$ cat config.mk
export PLATFORM = sky130hd
export DESIGN_NAME = fill_heat_fog_sequencer
export DESIGN_NICKNAME = d
export VERILOG_FILES = /design/src/sv/fhfs_pkg.sv /design/src/sv/fill_heat_fog_sequencer.sv
export SDC_FILE = /design/constraint.sdc
export NUM_CORES = 1
export LEC_CHECK = 0
export ABC_AREA = 1
export BUFFER_PORTS_ARGS = -buffer_cell sky130_fd_sc_hd__buf_4
export CAP_MARGIN = 20
export CORE_UTILIZATION = 25
export DETAILED_ROUTE_END_ITERATION = 12
export SLEW_MARGIN = 20
export SYNTH_ARGS = -nofsm -noshare
export SYNTH_HDL_FRONTEND = slang
export SYNTH_SLANG_ARGS = --single-unit
export TNS_END_PERCENT = 20
$ cat constraint.sdc
create_clock -name clk -period 3.04 [get_ports clk]
set_clock_uncertainty 0.2 [all_clocks]
set_input_delay 0.608 -clock clk [delete_from_list [all_inputs] [get_ports clk]]
set_output_delay 0.608 -clock clk [all_outputs]
set_load 0.02 [all_outputs]
$ cat src/sv/fhfs_pkg.sv
// Types and constants of the fill, heat and fog sequencer.
// Used by the top level and by its checker; depends on nothing else.
package fhfs_pkg;

    localparam int TEMP_W      = 14;
    localparam int PHASE_W     = 3;
    localparam int TIME_IN_W   = 32;
    localparam int CFG_DATA_W  = 32;
    localparam int CFG_IDX_W   = 2;
    localparam int IN_TDATA_W  = 56;
    localparam int OUT_TDATA_W = 8;

    // Input tdata bit positions.
    localparam int IN_TIME_LSB   = 0;
    localparam int IN_WATER_BIT  = 32;
    localparam int IN_TEMP_LSB   = 33;
    localparam int IN_OVER_BIT   = 47;
    localparam int IN_WFAULT_BIT = 48;

    // Output tdata bit positions.
    localparam int OUT_PUMP_BIT   = 3;
    localparam int OUT_HEATER_BIT = 4;
    localparam int OUT_DOSE_BIT   = 5;
    localparam int OUT_VENTS_BIT  = 6;

    // Drive level bits in the internal drive register.
    localparam int DRV_PUMP   = 0;
    localparam int DRV_HEATER = 1;
    localparam int DRV_DOSE   = 2;
    localparam int DRV_VENTS  = 3;

    // Configuration register indexes.
    localparam logic [CFG_IDX_W-1:0] CFG_FILL_TIMEOUT = 2'd0;
    localparam logic [CFG_IDX_W-1:0] CFG_HEAT_TIMEOUT = 2'd1;
    localparam logic [CFG_IDX_W-1:0] CFG_BAND_LOW     = 2'd2;
    localparam logic [CFG_IDX_W-1:0] CFG_BAND_HIGH    = 2'd3;

    // Configuration reset values: band edges 108.0 and 115.0 degrees.
    localparam logic [CFG_DATA_W-1:0]    FILL_TIMEOUT_RST = 32'd120000;
    localparam logic [CFG_DATA_W-1:0]    HEAT_TIMEOUT_RST = 32'd600000;
    localparam logic signed [TEMP_W-1:0] BAND_LOW_RST     = 14'sd1728;
    localparam logic signed [TEMP_W-1:0] BAND_HIGH_RST    = 14'sd1840;

    typedef enum logic [PHASE_W-1:0] {
        PH_IDLE  = 3'd0,
        PH_FILL  = 3'd1,
        PH_HEAT  = 3'd2,
        PH_FOG   = 3'd3,
        PH_FAULT = 3'd4
    } phase_t;

endpackage

$ cat src/sv/fill_heat_fog_sequencer.sv
// Top level of the fill, heat and fog sequencer: phase machine and output register.
// Depends on fhfs_pkg for field positions, register indexes and the phase type.
//
// Usage. Each transaction on the slave stream is one run tick carrying the
// millisecond time, the water level flag, the chamber temperature and two
// externally computed fault verdicts. For every tick the block returns exactly
// one transaction on the master stream with the phase after the step and the
// four drive levels (pump, heater, dosing valve, vents).
// The phase machine walks idle, fill, heat, fog and fault. Fill and heat are
// each guarded by a timeout measured on the wrapping time counter, modulo
// 2^TIME_BITS. Fault is latched until reset and forces every drive low on the
// tick after it is entered.
// The result of a tick is registered and offered in the cycle after the tick is
// taken. Throughput is one tick per cycle while the receiver does not stall; the
// phase registers are updated in the same cycle the tick is taken, so nothing
// limits the rate but the output register.
// When the receiver stalls, the result waits in the output register and a new
// tick is taken only in the cycle the waiting result is taken.
// Reset clears the phase to idle, disarms both timers, drops all drives and loads the
// configuration registers with their defaults. The user must write configuration
// through cfg_we, cfg_index and cfg_data while idle; the block does not enforce it.
module fill_heat_fog_sequencer #(
    parameter int TIME_BITS = 32
) (
    input  logic                                clk,
    input  logic                                rst_n,
    // Slave stream, tdata from bit 0: time_ms[31:0], water_present,
    // chamber_temp[13:0], over_temp, water_fault, zero padding.
    input  logic                                s_axis_tvalid,
    output logic                                s_axis_tready,
    input  logic [fhfs_pkg::IN_TDATA_W-1:0]     s_axis_tdata,
    // Master stream, tdata from bit 0: phase[2:0], pump_on, heater_on,
    // dosing_valve_on, vents_on, zero padding.
    output logic                                m_axis_tvalid,
    input  logic                                m_axis_tready,
    output logic [fhfs_pkg::OUT_TDATA_W-1:0]    m_axis_tdata,
    // Configuration write port.
    input  logic                                cfg_we,
    input  logic [fhfs_pkg::CFG_IDX_W-1:0]      cfg_index,
    input  logic [fhfs_pkg::CFG_DATA_W-1:0]     cfg_data
);

    import fhfs_pkg::*;

    // Timeouts are compared at the wider of the time width and the register width.
    localparam int CMP_W = (TIME_BITS > CFG_DATA_W) ? TIME_BITS : CFG_DATA_W;

    // Configuration registers.
    logic [CFG_DATA_W-1:0]    fill_timeout_reg;
    logic [CFG_DATA_W-1:0]    heat_timeout_reg;
    logic signed [TEMP_W-1:0] band_low_reg;
    logic signed [TEMP_W-1:0] band_high_reg;

    // Sequencer state.
    phase_t                   phase_reg, phase_next;
    logic [TIME_BITS-1:0]     fill_start_reg, fill_start_next;
    logic                     fill_armed_reg, fill_armed_next;
    logic [TIME_BITS-1:0]     heat_start_reg, heat_start_next;
    logic                     heat_armed_reg, heat_armed_next;
    logic [3:0]               drive_reg, drive_next;

    // Output register.
    logic                     m_valid_reg;
    logic [OUT_TDATA_W-1:0]   m_data_reg, m_data_next;

    // Unpacked tick fields.
    logic [TIME_BITS-1:0]     now;
    logic                     water;
    logic signed [TEMP_W-1:0] temp;
    logic                     over;
    logic                     wfault;

    // Derived values for the step.
    logic                     accept;
    logic [TIME_BITS-1:0]     fill_elapsed;
    logic [TIME_BITS-1:0]     heat_elapsed;
    logic                     fill_expired;
    logic                     heat_expired;
    logic                     below_band;
    logic                     above_band;
    phase_t                   phase_out;

    assign now    = TIME_BITS'(s_axis_tdata[IN_TIME_LSB +: TIME_IN_W]);
    assign water  = s_axis_tdata[IN_WATER_BIT];
    assign temp   = signed'(s_axis_tdata[IN_TEMP_LSB +: TEMP_W]);
    assign over   = s_axis_tdata[IN_OVER_BIT];
    assign wfault = s_axis_tdata[IN_WFAULT_BIT];

    // A new tick is taken whenever the output register is empty or is being emptied.
    assign s_axis_tready = !m_valid_reg || m_axis_tready;
    assign accept        = s_axis_tvalid && s_axis_tready;

    // An unarmed timer counts from the present tick, so its elapsed time is zero.
    assign fill_elapsed = fill_armed_reg ? (now - fill_start_reg) : '0;
    assign heat_elapsed = heat_armed_reg ? (now - heat_start_reg) : '0;
    assign fill_expired = CMP_W'(fill_elapsed) > CMP_W'(fill_timeout_reg);
    assign heat_expired = CMP_W'(heat_elapsed) > CMP_W'(heat_timeout_reg);

    assign below_band = temp < band_low_reg;
    assign above_band = temp > band_high_reg;

    always_comb
    begin
        phase_next      = phase_reg;
        fill_start_next = fill_start_reg;
        fill_armed_next = fill_armed_reg;
        heat_start_next = heat_start_reg;
        heat_armed_next = heat_armed_reg;
        drive_next      = drive_reg;

        unique case (phase_reg)
            PH_IDLE:
            begin
                phase_next = PH_FILL;
            end
            PH_FILL:
            begin
                drive_next[DRV_PUMP] = 1'b1;
                if (!fill_armed_reg)
                begin
                    fill_start_next = now;
                end
                fill_armed_next = 1'b1;
                if (water)
                begin
                    drive_next[DRV_PUMP] = 1'b0;
                    fill_armed_next      = 1'b0;
                    phase_next           = PH_HEAT;
                end
                else if (fill_expired)
                begin
                    drive_next[DRV_PUMP] = 1'b0;
                    phase_next           = PH_FAULT;
                end
            end
            PH_HEAT:
            begin
                if (!heat_armed_reg)
                begin
                    heat_start_next = now;
                end
                heat_armed_next = 1'b1;
                if (over)
                begin
                    drive_next[DRV_HEATER] = 1'b0;
                    phase_next             = PH_FAULT;
                end
                else if (!below_band && !above_band)
                begin
                    // Inside the band: the heat phase is complete.
                    drive_next[DRV_HEATER] = 1'b0;
                    heat_armed_next        = 1'b0;
                    phase_next             = PH_FOG;
                end
                else if (heat_expired)
                begin
                    drive_next[DRV_HEATER] = 1'b0;
                    phase_next             = PH_FAULT;
                end
                else
                begin
                    drive_next[DRV_HEATER] = below_band ? 1'b1
                                           : (above_band ? 1'b0 : drive_reg[DRV_HEATER]);
                end
            end
            PH_FOG:
            begin
                if (over || wfault)
                begin
                    // Drives are left as they stand; fault clears them next tick.
                    phase_next = PH_FAULT;
                end
                else
                begin
                    drive_next[DRV_DOSE]  = 1'b1;
                    drive_next[DRV_VENTS] = 1'b1;
                    if (below_band)
                    begin
                        drive_next[DRV_HEATER] = 1'b1;
                    end
                    else if (above_band)
                    begin
                        drive_next[DRV_HEATER] = 1'b0;
                    end
                end
            end
            default:
            begin
                // Fault, and any unused code, which behaves as fault.
                drive_next = '0;
            end
        endcase

        phase_out = (phase_next > PH_FAULT) ? PH_FAULT : phase_next;

        m_data_next                 = '0;
        m_data_next[PHASE_W-1:0]    = phase_out;
        m_data_next[OUT_PUMP_BIT]   = drive_next[DRV_PUMP];
        m_data_next[OUT_HEATER_BIT] = drive_next[DRV_HEATER];
        m_data_next[OUT_DOSE_BIT]   = drive_next[DRV_DOSE];
        m_data_next[OUT_VENTS_BIT]  = drive_next[DRV_VENTS];
    end

    // Phase machine state, updated once per accepted tick.
    always_ff @(posedge clk or negedge rst_n)
    begin
        if (!rst_n)
        begin
            phase_reg      <= PH_IDLE;
            fill_start_reg <= '0;
            fill_armed_reg <= 1'b0;
            heat_start_reg <= '0;
            heat_armed_reg <= 1'b0;
            drive_reg      <= '0;
        end
        else if (accept)
        begin
            phase_reg      <= phase_next;
            fill_start_reg <= fill_start_next;
            fill_armed_reg <= fill_armed_next;
            heat_start_reg <= heat_start_next;
            heat_armed_reg <= heat_armed_next;
            drive_reg      <= drive_next;
        end
    end

    // Output register: loaded with each accepted tick, emptied when taken.
    always_ff @(posedge clk or negedge rst_n)
    begin
        if (!rst_n)
        begin
            m_valid_reg <= 1'b0;
        end
        else if (accept)
        begin
            m_valid_reg <= 1'b1;
        end
        else if (m_axis_tready)
        begin
            m_valid_reg <= 1'b0;
        end
    end

    always_ff @(posedge clk)
    begin
        if (accept)
        begin
            m_data_reg <= m_data_next;
        end
    end

    assign m_axis_tvalid = m_valid_reg;
    assign m_axis_tdata  = m_data_reg;

    // Configuration registers; bits above a register's width are dropped.
    always_ff @(posedge clk or negedge rst_n)
    begin
        if (!rst_n)
        begin
            fill_timeout_reg <= FILL_TIMEOUT_RST;
            heat_timeout_reg <= HEAT_TIMEOUT_RST;
            band_low_reg     <= BAND_LOW_RST;
            band_high_reg    <= BAND_HIGH_RST;
        end
        else if (cfg_we)
        begin
            unique case (cfg_index)
                CFG_FILL_TIMEOUT: fill_timeout_reg <= cfg_data;
                CFG_HEAT_TIMEOUT: heat_timeout_reg <= cfg_data;
                CFG_BAND_LOW:     band_low_reg     <= signed'(cfg_data[TEMP_W-1:0]);
                CFG_BAND_HIGH:    band_high_reg    <= signed'(cfg_data[TEMP_W-1:0]);
            endcase
        end
    end

endmodule

==> impl_metrics.yaml, run 1 <==
status:
  status: "complete, but fails checks"
  violations: "negative setup slack"
grt:
  grt_util_all_layers_pct: 15.7
  grt_pass1_vias: 12400
  grt_pass1_wl_mm: 64.9
  antenna_found_initial: 1
  overflow: 0
  grt_start_max_net_pins: 65
route:
  drt-initial-drc-count: 841
  route.detailed.drc: 0
  antenna_left: 0
  vias_per_cell: 4.48
  post_drt_wl_per_cell_um: 14.6
  routed_wl_mm: 41.0
  firstDrtPassIters: 5
  vias: 12600
power:
  switching_share_pct: 44.0
  seqPwrFrac_pct: 19.2
  ir_worst_vdd_v: 0.000426
  p_leak_nw: 8.86
  power_frac_clock_pct: 14.2
  p_switching_w: 0.00779
  combPwrFrac_pct: 66.6
  powerDensity_mw_per_mm2: 1000
  p_int_w: 0.00989
cells_and_area:
  final-seq-area_mm2: 0.00439
  final_layout_size_suffix_gt1_share_pct: 26.5
  final_util_pct: 35.1
  diodes: 0
  area_growth_pct: 37.5
  fin_cells: 2820
  n_fill_cell: 5223
  fin_nets: 2385
  multiInputGateArea_mm2: 0.00770
hold_path:
  worstHoldStart: "s_axis_tdata[32]"
  hold_path_class: "in -> reg"
  min_to: "fill_armed_reg$_DFFE_PN0P_"
  hold-path-cell-count: 2
clocking:
  cts-htree-levels: 4
  clkSinkCount: 173
  cts_buffers: 17
  cts_root_buffer: "clkbuf_16"
  clk-insertion-delay-late_ps: 450
  cts_tree: "built"
  clk_pin_slew_ps: 70
  cts_max_path_buffers: 2
floorplanning:
  boundaryPins: 105
  die_h_um: 229
  initial_core_util_pct: 25.5
  die_w_um: 229
  dieArea_mm2: 0.0523
  core-area_mm2: 0.0504
  core.rowCount: 82
synthesis:
  ys.flop_type: "dfrtp_1"
  synth_cell_types: 45
  synth_seq_cells: 173
  postSynthCellCount: 1778
  synth-edff-count: 7
  synth.top_cell.area_share_pct: 27.7
  yosys_warnings: 0
  syn_nets: 2028
  syn_area_per_cell_um2: 7.22
  synth_area_mm2: 0.0128
  synth_top_area_cell: "dfrtp_1"
  ys_top_cells_by_area: "dfrtp_1 28%, ha_1 15%, nand2_1 12%, o21ai_0 8.9%, inv_1 8.8%"
  synth_sequential_area_ratio_pct: 34.2
  synthArstFlopShare_pct: 96.0
sta:
  rsz0062_at_grt: "yes"
  period_needed_ps: 3690
  slew_headroom_pct: 60.7
  worstMarginPinSlew_ps: 589
  hold_ws_ps: 188
  fmax_mhz: 271
  setup_viol: 10
  drv_slew: 0
  fin_crit_sh_pct: 121
  finalHoldViolations: 0
  layout_setup_ws_ps: -648
worst_setup_path:
  worst_r2r_path_depth: 23
  critPathRequiredTime_ps: 3060
  rr_endpoint: "m_axis_tdata[1]$_SDFFCE_PN0P_"
  cp-start-kind: "register"
  crit_path_end_kind: "register"
  reg2reg_from: "heat_start_reg[11]$_DFFE_PN0P_"
  critPathArrivalTime_ps: 3710
  reg2reg_slack_ps: -650
  crit_fanout: 3
  path_class: "reg -> reg"
placed_design:
  dp_hpwl_mm: 33.1
  dp_cells: 2779
  pre_cts_ws_ps: -1260
  gp_congestion: 0.918
  portBuffers: 96
flow_run:
  maxCapViolCount: 0
per-layer routing:
layer | up-vias | share of wire, % | global-route usage, %
met2 | 242 | 45 | 25.0
met1 | 5867 | 49 | 22.0
met3 | 30 | 4.6 | 2.43
li1 | 6508 | - | -
met5 | - | 0 | 0
met4 | 0 | 1.4 | 4.13
layout by cell type (no fill, tap or decap), drive strengths merged, types with 13 or more instances in the layout:
| cell type | synthesis | layout |
|---|---|---|
| a21o | 15 | 15 |
| a21oi | 163 | 163 |
| buf | 15 | 375 |
| clkbuf | 23 | 20 |
| dfrtp | 142 | 142 |
| dfstp | 24 | 24 |
| ha | 153 | 153 |
| inv | 300 | 305 |
| nand2 | 426 | 426 |
| nand3 | 38 | 38 |
| nand4 | 23 | 23 |
| nor2 | 135 | 135 |
| nor3 | 13 | 13 |
| o21ai | 240 | 240 |
| o21bai | 13 | 13 |
synth_stat cells (11+ instances only):
cell type	number
nand2_1	419
inv_1	300
o21ai_0	229
a21oi_1	158
ha_1	153
dfrtp_1	142
nor2_1	134
nand3_1	36
dfstp_2	24
nand4_1	23
clkbuf_1	19
a21o_1	15
o21bai_1	12
nor3_1	11
kinds of logic (layout without fill, tap and decap cells):
kind of cell / after synthesis / after routing / synth area share [%]
compound gates: 456 / 456 / 19.2
xor+xnor: 9 / 9 / 0.614
fa+ha+maj: 155 / 155 / 15.2
buf+inv: 338 / 708 / 10.2
flops: 173 / 173 / 34.2
mux: 2 / 2 / 0.175
other cells: 1 / 1 / 0.0292
simple gates: 644 / 644 / 20.4
per-stage QoR:
stage / total power (W) / setup TNS [ps] / instance area (um^2)
final: 0.0177 / -5720 / 17700
after global routing: 0.0192 / -7650 / 17700
after CTS: 0.0170 / -5840 / 17200
after detailed placement: 0.0141 / -11820 / 16400
after global placement: 0.0140 / -11370 / 16400
after floorplan: 0.00918 / -3870 / 12900
timing repair:
item	4_1_cts	5_1_grt
setup buffers	3	5
hold buffers	1	0
hold endpoints to repair	49	0
gates resized for setup	45	85
pin swaps	26	30
setup endpoints to repair	10	10
final cells by class:
| cell class | instances | area share [%] |
|---|---|---|
| clock inverters | 12 | 1.11 |
| flip-flops and latches | 173 | 24.9 |
| clock buffers | 20 | 2.71 |
| inverters | 300 | 6.47 |
| multi-input cells | 1267 | 43.6 |
| well taps | 672 | 4.76 |
| repair buffers | 376 | 16.4 |
worst max path at each step:
| stage | from | end | slack, ps | cells past startpoint |
|---|---|---|---|---|
| 2_1_floorplan | s_axis_tdata[0] | m_axis_tdata[1]$_SDFFCE_PN0P_ | -450 | 27 |
| 3_3_place_gp | s_axis_tdata[0] | m_axis_tdata[3]$_DFFE_PP_ | -1210 | 27 |
| 3_5_place_dp | s_axis_tdata[0] | m_axis_tdata[3]$_DFFE_PP_ | -1260 | 27 |
| 4_1_cts | fill_start_reg[0]$_DFFE_PN0P_ | m_axis_tdata[1]$_SDFFCE_PN0P_ | -640 | 26 |
| 5_1_grt | heat_start_reg[10]$_DFFE_PN0P_ | m_axis_tdata[1]$_SDFFCE_PN0P_ | -890 | 24 |
| 6_report | heat_start_reg[11]$_DFFE_PN0P_ | m_axis_tdata[1]$_SDFFCE_PN0P_ | -650 | 23 |
worst max-delay path, cell delays in order, from the launching register on:
cell     delay, ps
dfrtp_1        360
inv_1           70
ha_1           240
buf_4          150
a21oi_1        220
o21ai_1        150
a21oi_1        180
nand2_2         90
a21oi_2        170
xor2_1         200
buf_4          160
nor2_1          50
ha_1           270
nand2_1         60
nor2_2         110
nand4_1        110
nor2_2         150
nand2_1         70
nand2_1         70
nand2_2         70
nand2_1         80
nand4_1        100
nand2_1         80
nor2_1          40
power groups by stage:
stage / clock (W) / combinational (W) / sequential (W)
floorplan: 0 / 0.00582 / 0.00336
global placement: 0 / 0.0105 / 0.00343
detailed placement: 0 / 0.0107 / 0.00344
CTS: 0.00259 / 0.0110 / 0.00341
global route: 0.00266 / 0.0131 / 0.00349
finish: 0.00251 / 0.0118 / 0.00340
Power figures use the tool's default switching activity.
==> run 2, diff against run 1 <==
--- a/config.mk
+++ b/config.mk
@@ -8,8 +8,9 @@
 export ABC_AREA = 1
 export BUFFER_PORTS_ARGS = -buffer_cell sky130_fd_sc_hd__buf_4
 export CAP_MARGIN = 20
-export CORE_UTILIZATION = 25
+export CORE_UTILIZATION = 40
 export DETAILED_ROUTE_END_ITERATION = 12
+export REMOVE_ABC_BUFFERS = 1
 export SLEW_MARGIN = 20
 export SYNTH_ARGS = -nofsm -noshare
 export SYNTH_HDL_FRONTEND = slang
==> impl_metrics.yaml, run 2 (synthesis gave the netlist of run 1 again) <==
worst_setup_path:
  path_class: "reg -> reg"
  reg2reg_from: "heat_start_reg[8]$_DFFE_PN0P_"
  crit_path_end_kind: "register"
  rr_endpoint: "m_axis_tdata[1]$_SDFFCE_PN0P_"
  worst_r2r_path_depth: 22
  critPathArrivalTime_ps: 3590
  crit_fanout: 4
  cp-start-kind: "register"
  critPathRequiredTime_ps: 3060
  reg2reg_slack_ps: -530
floorplanning:
  initial_core_util_pct: 40.7
  die_h_um: 181
  boundaryPins: 105
  dieArea_mm2: 0.0328
  core-area_mm2: 0.0316
  die_w_um: 181
  core.rowCount: 65
sta:
  fmax_mhz: 280
  layout_setup_ws_ps: -529
  fin_crit_sh_pct: 117
  period_needed_ps: 3570
  tns_ps: -4620
  hold_ws_ps: 178
  rsz0062_at_grt: "yes"
  finalHoldViolations: 0
  worstMarginPinSlew_ps: 589
  slew_headroom_pct: 60.7
  setup_viol: 10
  drv_slew: 0
grt:
  grt_pass1_wl_mm: 63.1
  antenna_found_initial: 0
  grt_pass1_vias: 12600
  grt_start_max_net_pins: 65
  overflow: 0
  grt_util_all_layers_pct: 24.4
hold_path:
  min_to: "fill_armed_reg$_DFFE_PN0P_"
  worstHoldStart: "s_axis_tdata[32]"
  hold-path-cell-count: 2
  hold_path_class: "in -> reg"
cells_and_area:
  layout_commonest_cell: "nand2_1"
  final_util_pct: 52.8
  area_growth_pct: 29.7
  diodes: 0
  layout_common_cells: "406 x nand2_1, 322 x buf_4, 295 x inv_1"
  final_layout_size_suffix_gt1_share_pct: 23.8
  fin_nets: 2337
power:
  ir_worst_vdd_v: 0.000509
  powerDensity_mw_per_mm2: 993
  p_leak_nw: 8.53
  fin_total_pwr_w: 0.0165
flow_run:
  maxCapViolCount: 0
placed_design:
  pre_cts_ws_ps: -1140
  portBuffers: 96
  gp_congestion: 0.959
  dp_hpwl_mm: 30.8
status:
  status: "complete, but fails checks"
  violations: "negative setup slack"
clocking:
  cts_tree: "built"
  clk_pin_slew_ps: 70
  cts_max_path_buffers: 2
  clkSinkCount: 173
  cts-htree-levels: 4
  clk-insertion-delay-late_ps: 460
  cts_buffers: 17
  cts_root_buffer: "clkbuf_16"
route:
  antenna_left: 0
  routed_wl_mm: 38.2
  firstDrtPassIters: 7
  drt-initial-drc-count: 760
  vias: 12400
  vias_per_cell: 4.97
  post_drt_wl_per_cell_um: 15.3
  route.detailed.drc: 0
[run 2: changes by cell type in the layout (fill, tap and decap cells not counted), sizes merged]
cell	change
clkbuf	-2
clkinv	+5
inv	+1
buf	-48
bufinv	-4
[run 2: worst max-delay path, cell delays in order, from the launching register on]
cell	delay, ps
dfrtp_1	330
inv_1	50
ha_1	330
a21oi_1	240
nand2_1	120
a21oi_2	170
o21ai_4	100
a21oi_2	200
xor2_1	250
buf_4	160
nor2_1	40
ha_1	290
a21oi_1	70
o21ai_1	120
nand2_1	60
a21oi_1	130
nor2_1	60
nand2_1	70
nand2_2	70
nand2_2	70
nand4_1	90
nand2_1	80
nor2_1	40
[run 2: per-layer routing]
layer / track usage (%) / wire (um) / vias up
li1: - / - / 6431
met1: 33.8 / 18900 / 5758
met2: 39.7 / 17300 / 213
met3: 2.92 / 1310 / 41
met4: 7.66 / 723 / 0
met5: 0 / 0 / -
[run 2: metrics by stage]
stage | cells | cell area (um^2)
2_1_floorplan | 1740 | 12700
5_1_grt | 2502 | 16700
3_5_place_dp | 2467 | 15700
6_report | 2502 | 16700
3_3_place_gp | 2467 | 15700
4_1_cts | 2501 | 16400
[run 2: area by class of cell]
class | instances | area [um^2]
fill | 3154 | 14900
clock buffer | 18 | 439
multi-input combinational | 1267 | 7520
clock inverter | 14 | 151
sequential | 173 | 4390
timing repair buffer | 328 | 2520
inverter | 300 | 1130
tap | 402 | 503
[run 2: power by group]
part           switching (W)  internal, W  total (W)
clock network        0.00109      0.00111    0.00220
registers           0.000336      0.00308    0.00341
logic                0.00612      0.00481     0.0109
[run 2: how the worst max path moves through the flow]
stage / from / end / slack, ps / depth (start not counted)
global route: fill_start_reg[6]$_DFFE_PN0P_ / m_axis_tdata[1]$_SDFFCE_PN0P_ / -810 / 22
floorplan: s_axis_tdata[0] / m_axis_tdata[1]$_SDFFCE_PN0P_ / -570 / 25
CTS: heat_start_reg[0]$_DFFE_PN0P_ / m_axis_tdata[1]$_SDFFCE_PN0P_ / -510 / 25
detailed placement: s_axis_tdata[0] / m_axis_tdata[1]$_SDFFCE_PN0P_ / -1140 / 27
global placement: s_axis_tdata[0] / m_axis_tdata[1]$_SDFFCE_PN0P_ / -1040 / 26
finish: heat_start_reg[8]$_DFFE_PN0P_ / m_axis_tdata[1]$_SDFFCE_PN0P_ / -530 / 22
[run 2: repair_timing]
action	CTS	global route
gates resized for setup	55	50
cloned	0	0
hold buffers	1	0
setup endpoints to repair	10	10
buffers inserted	2	1
pin swaps	26	14
hold endpoints to repair	31	0
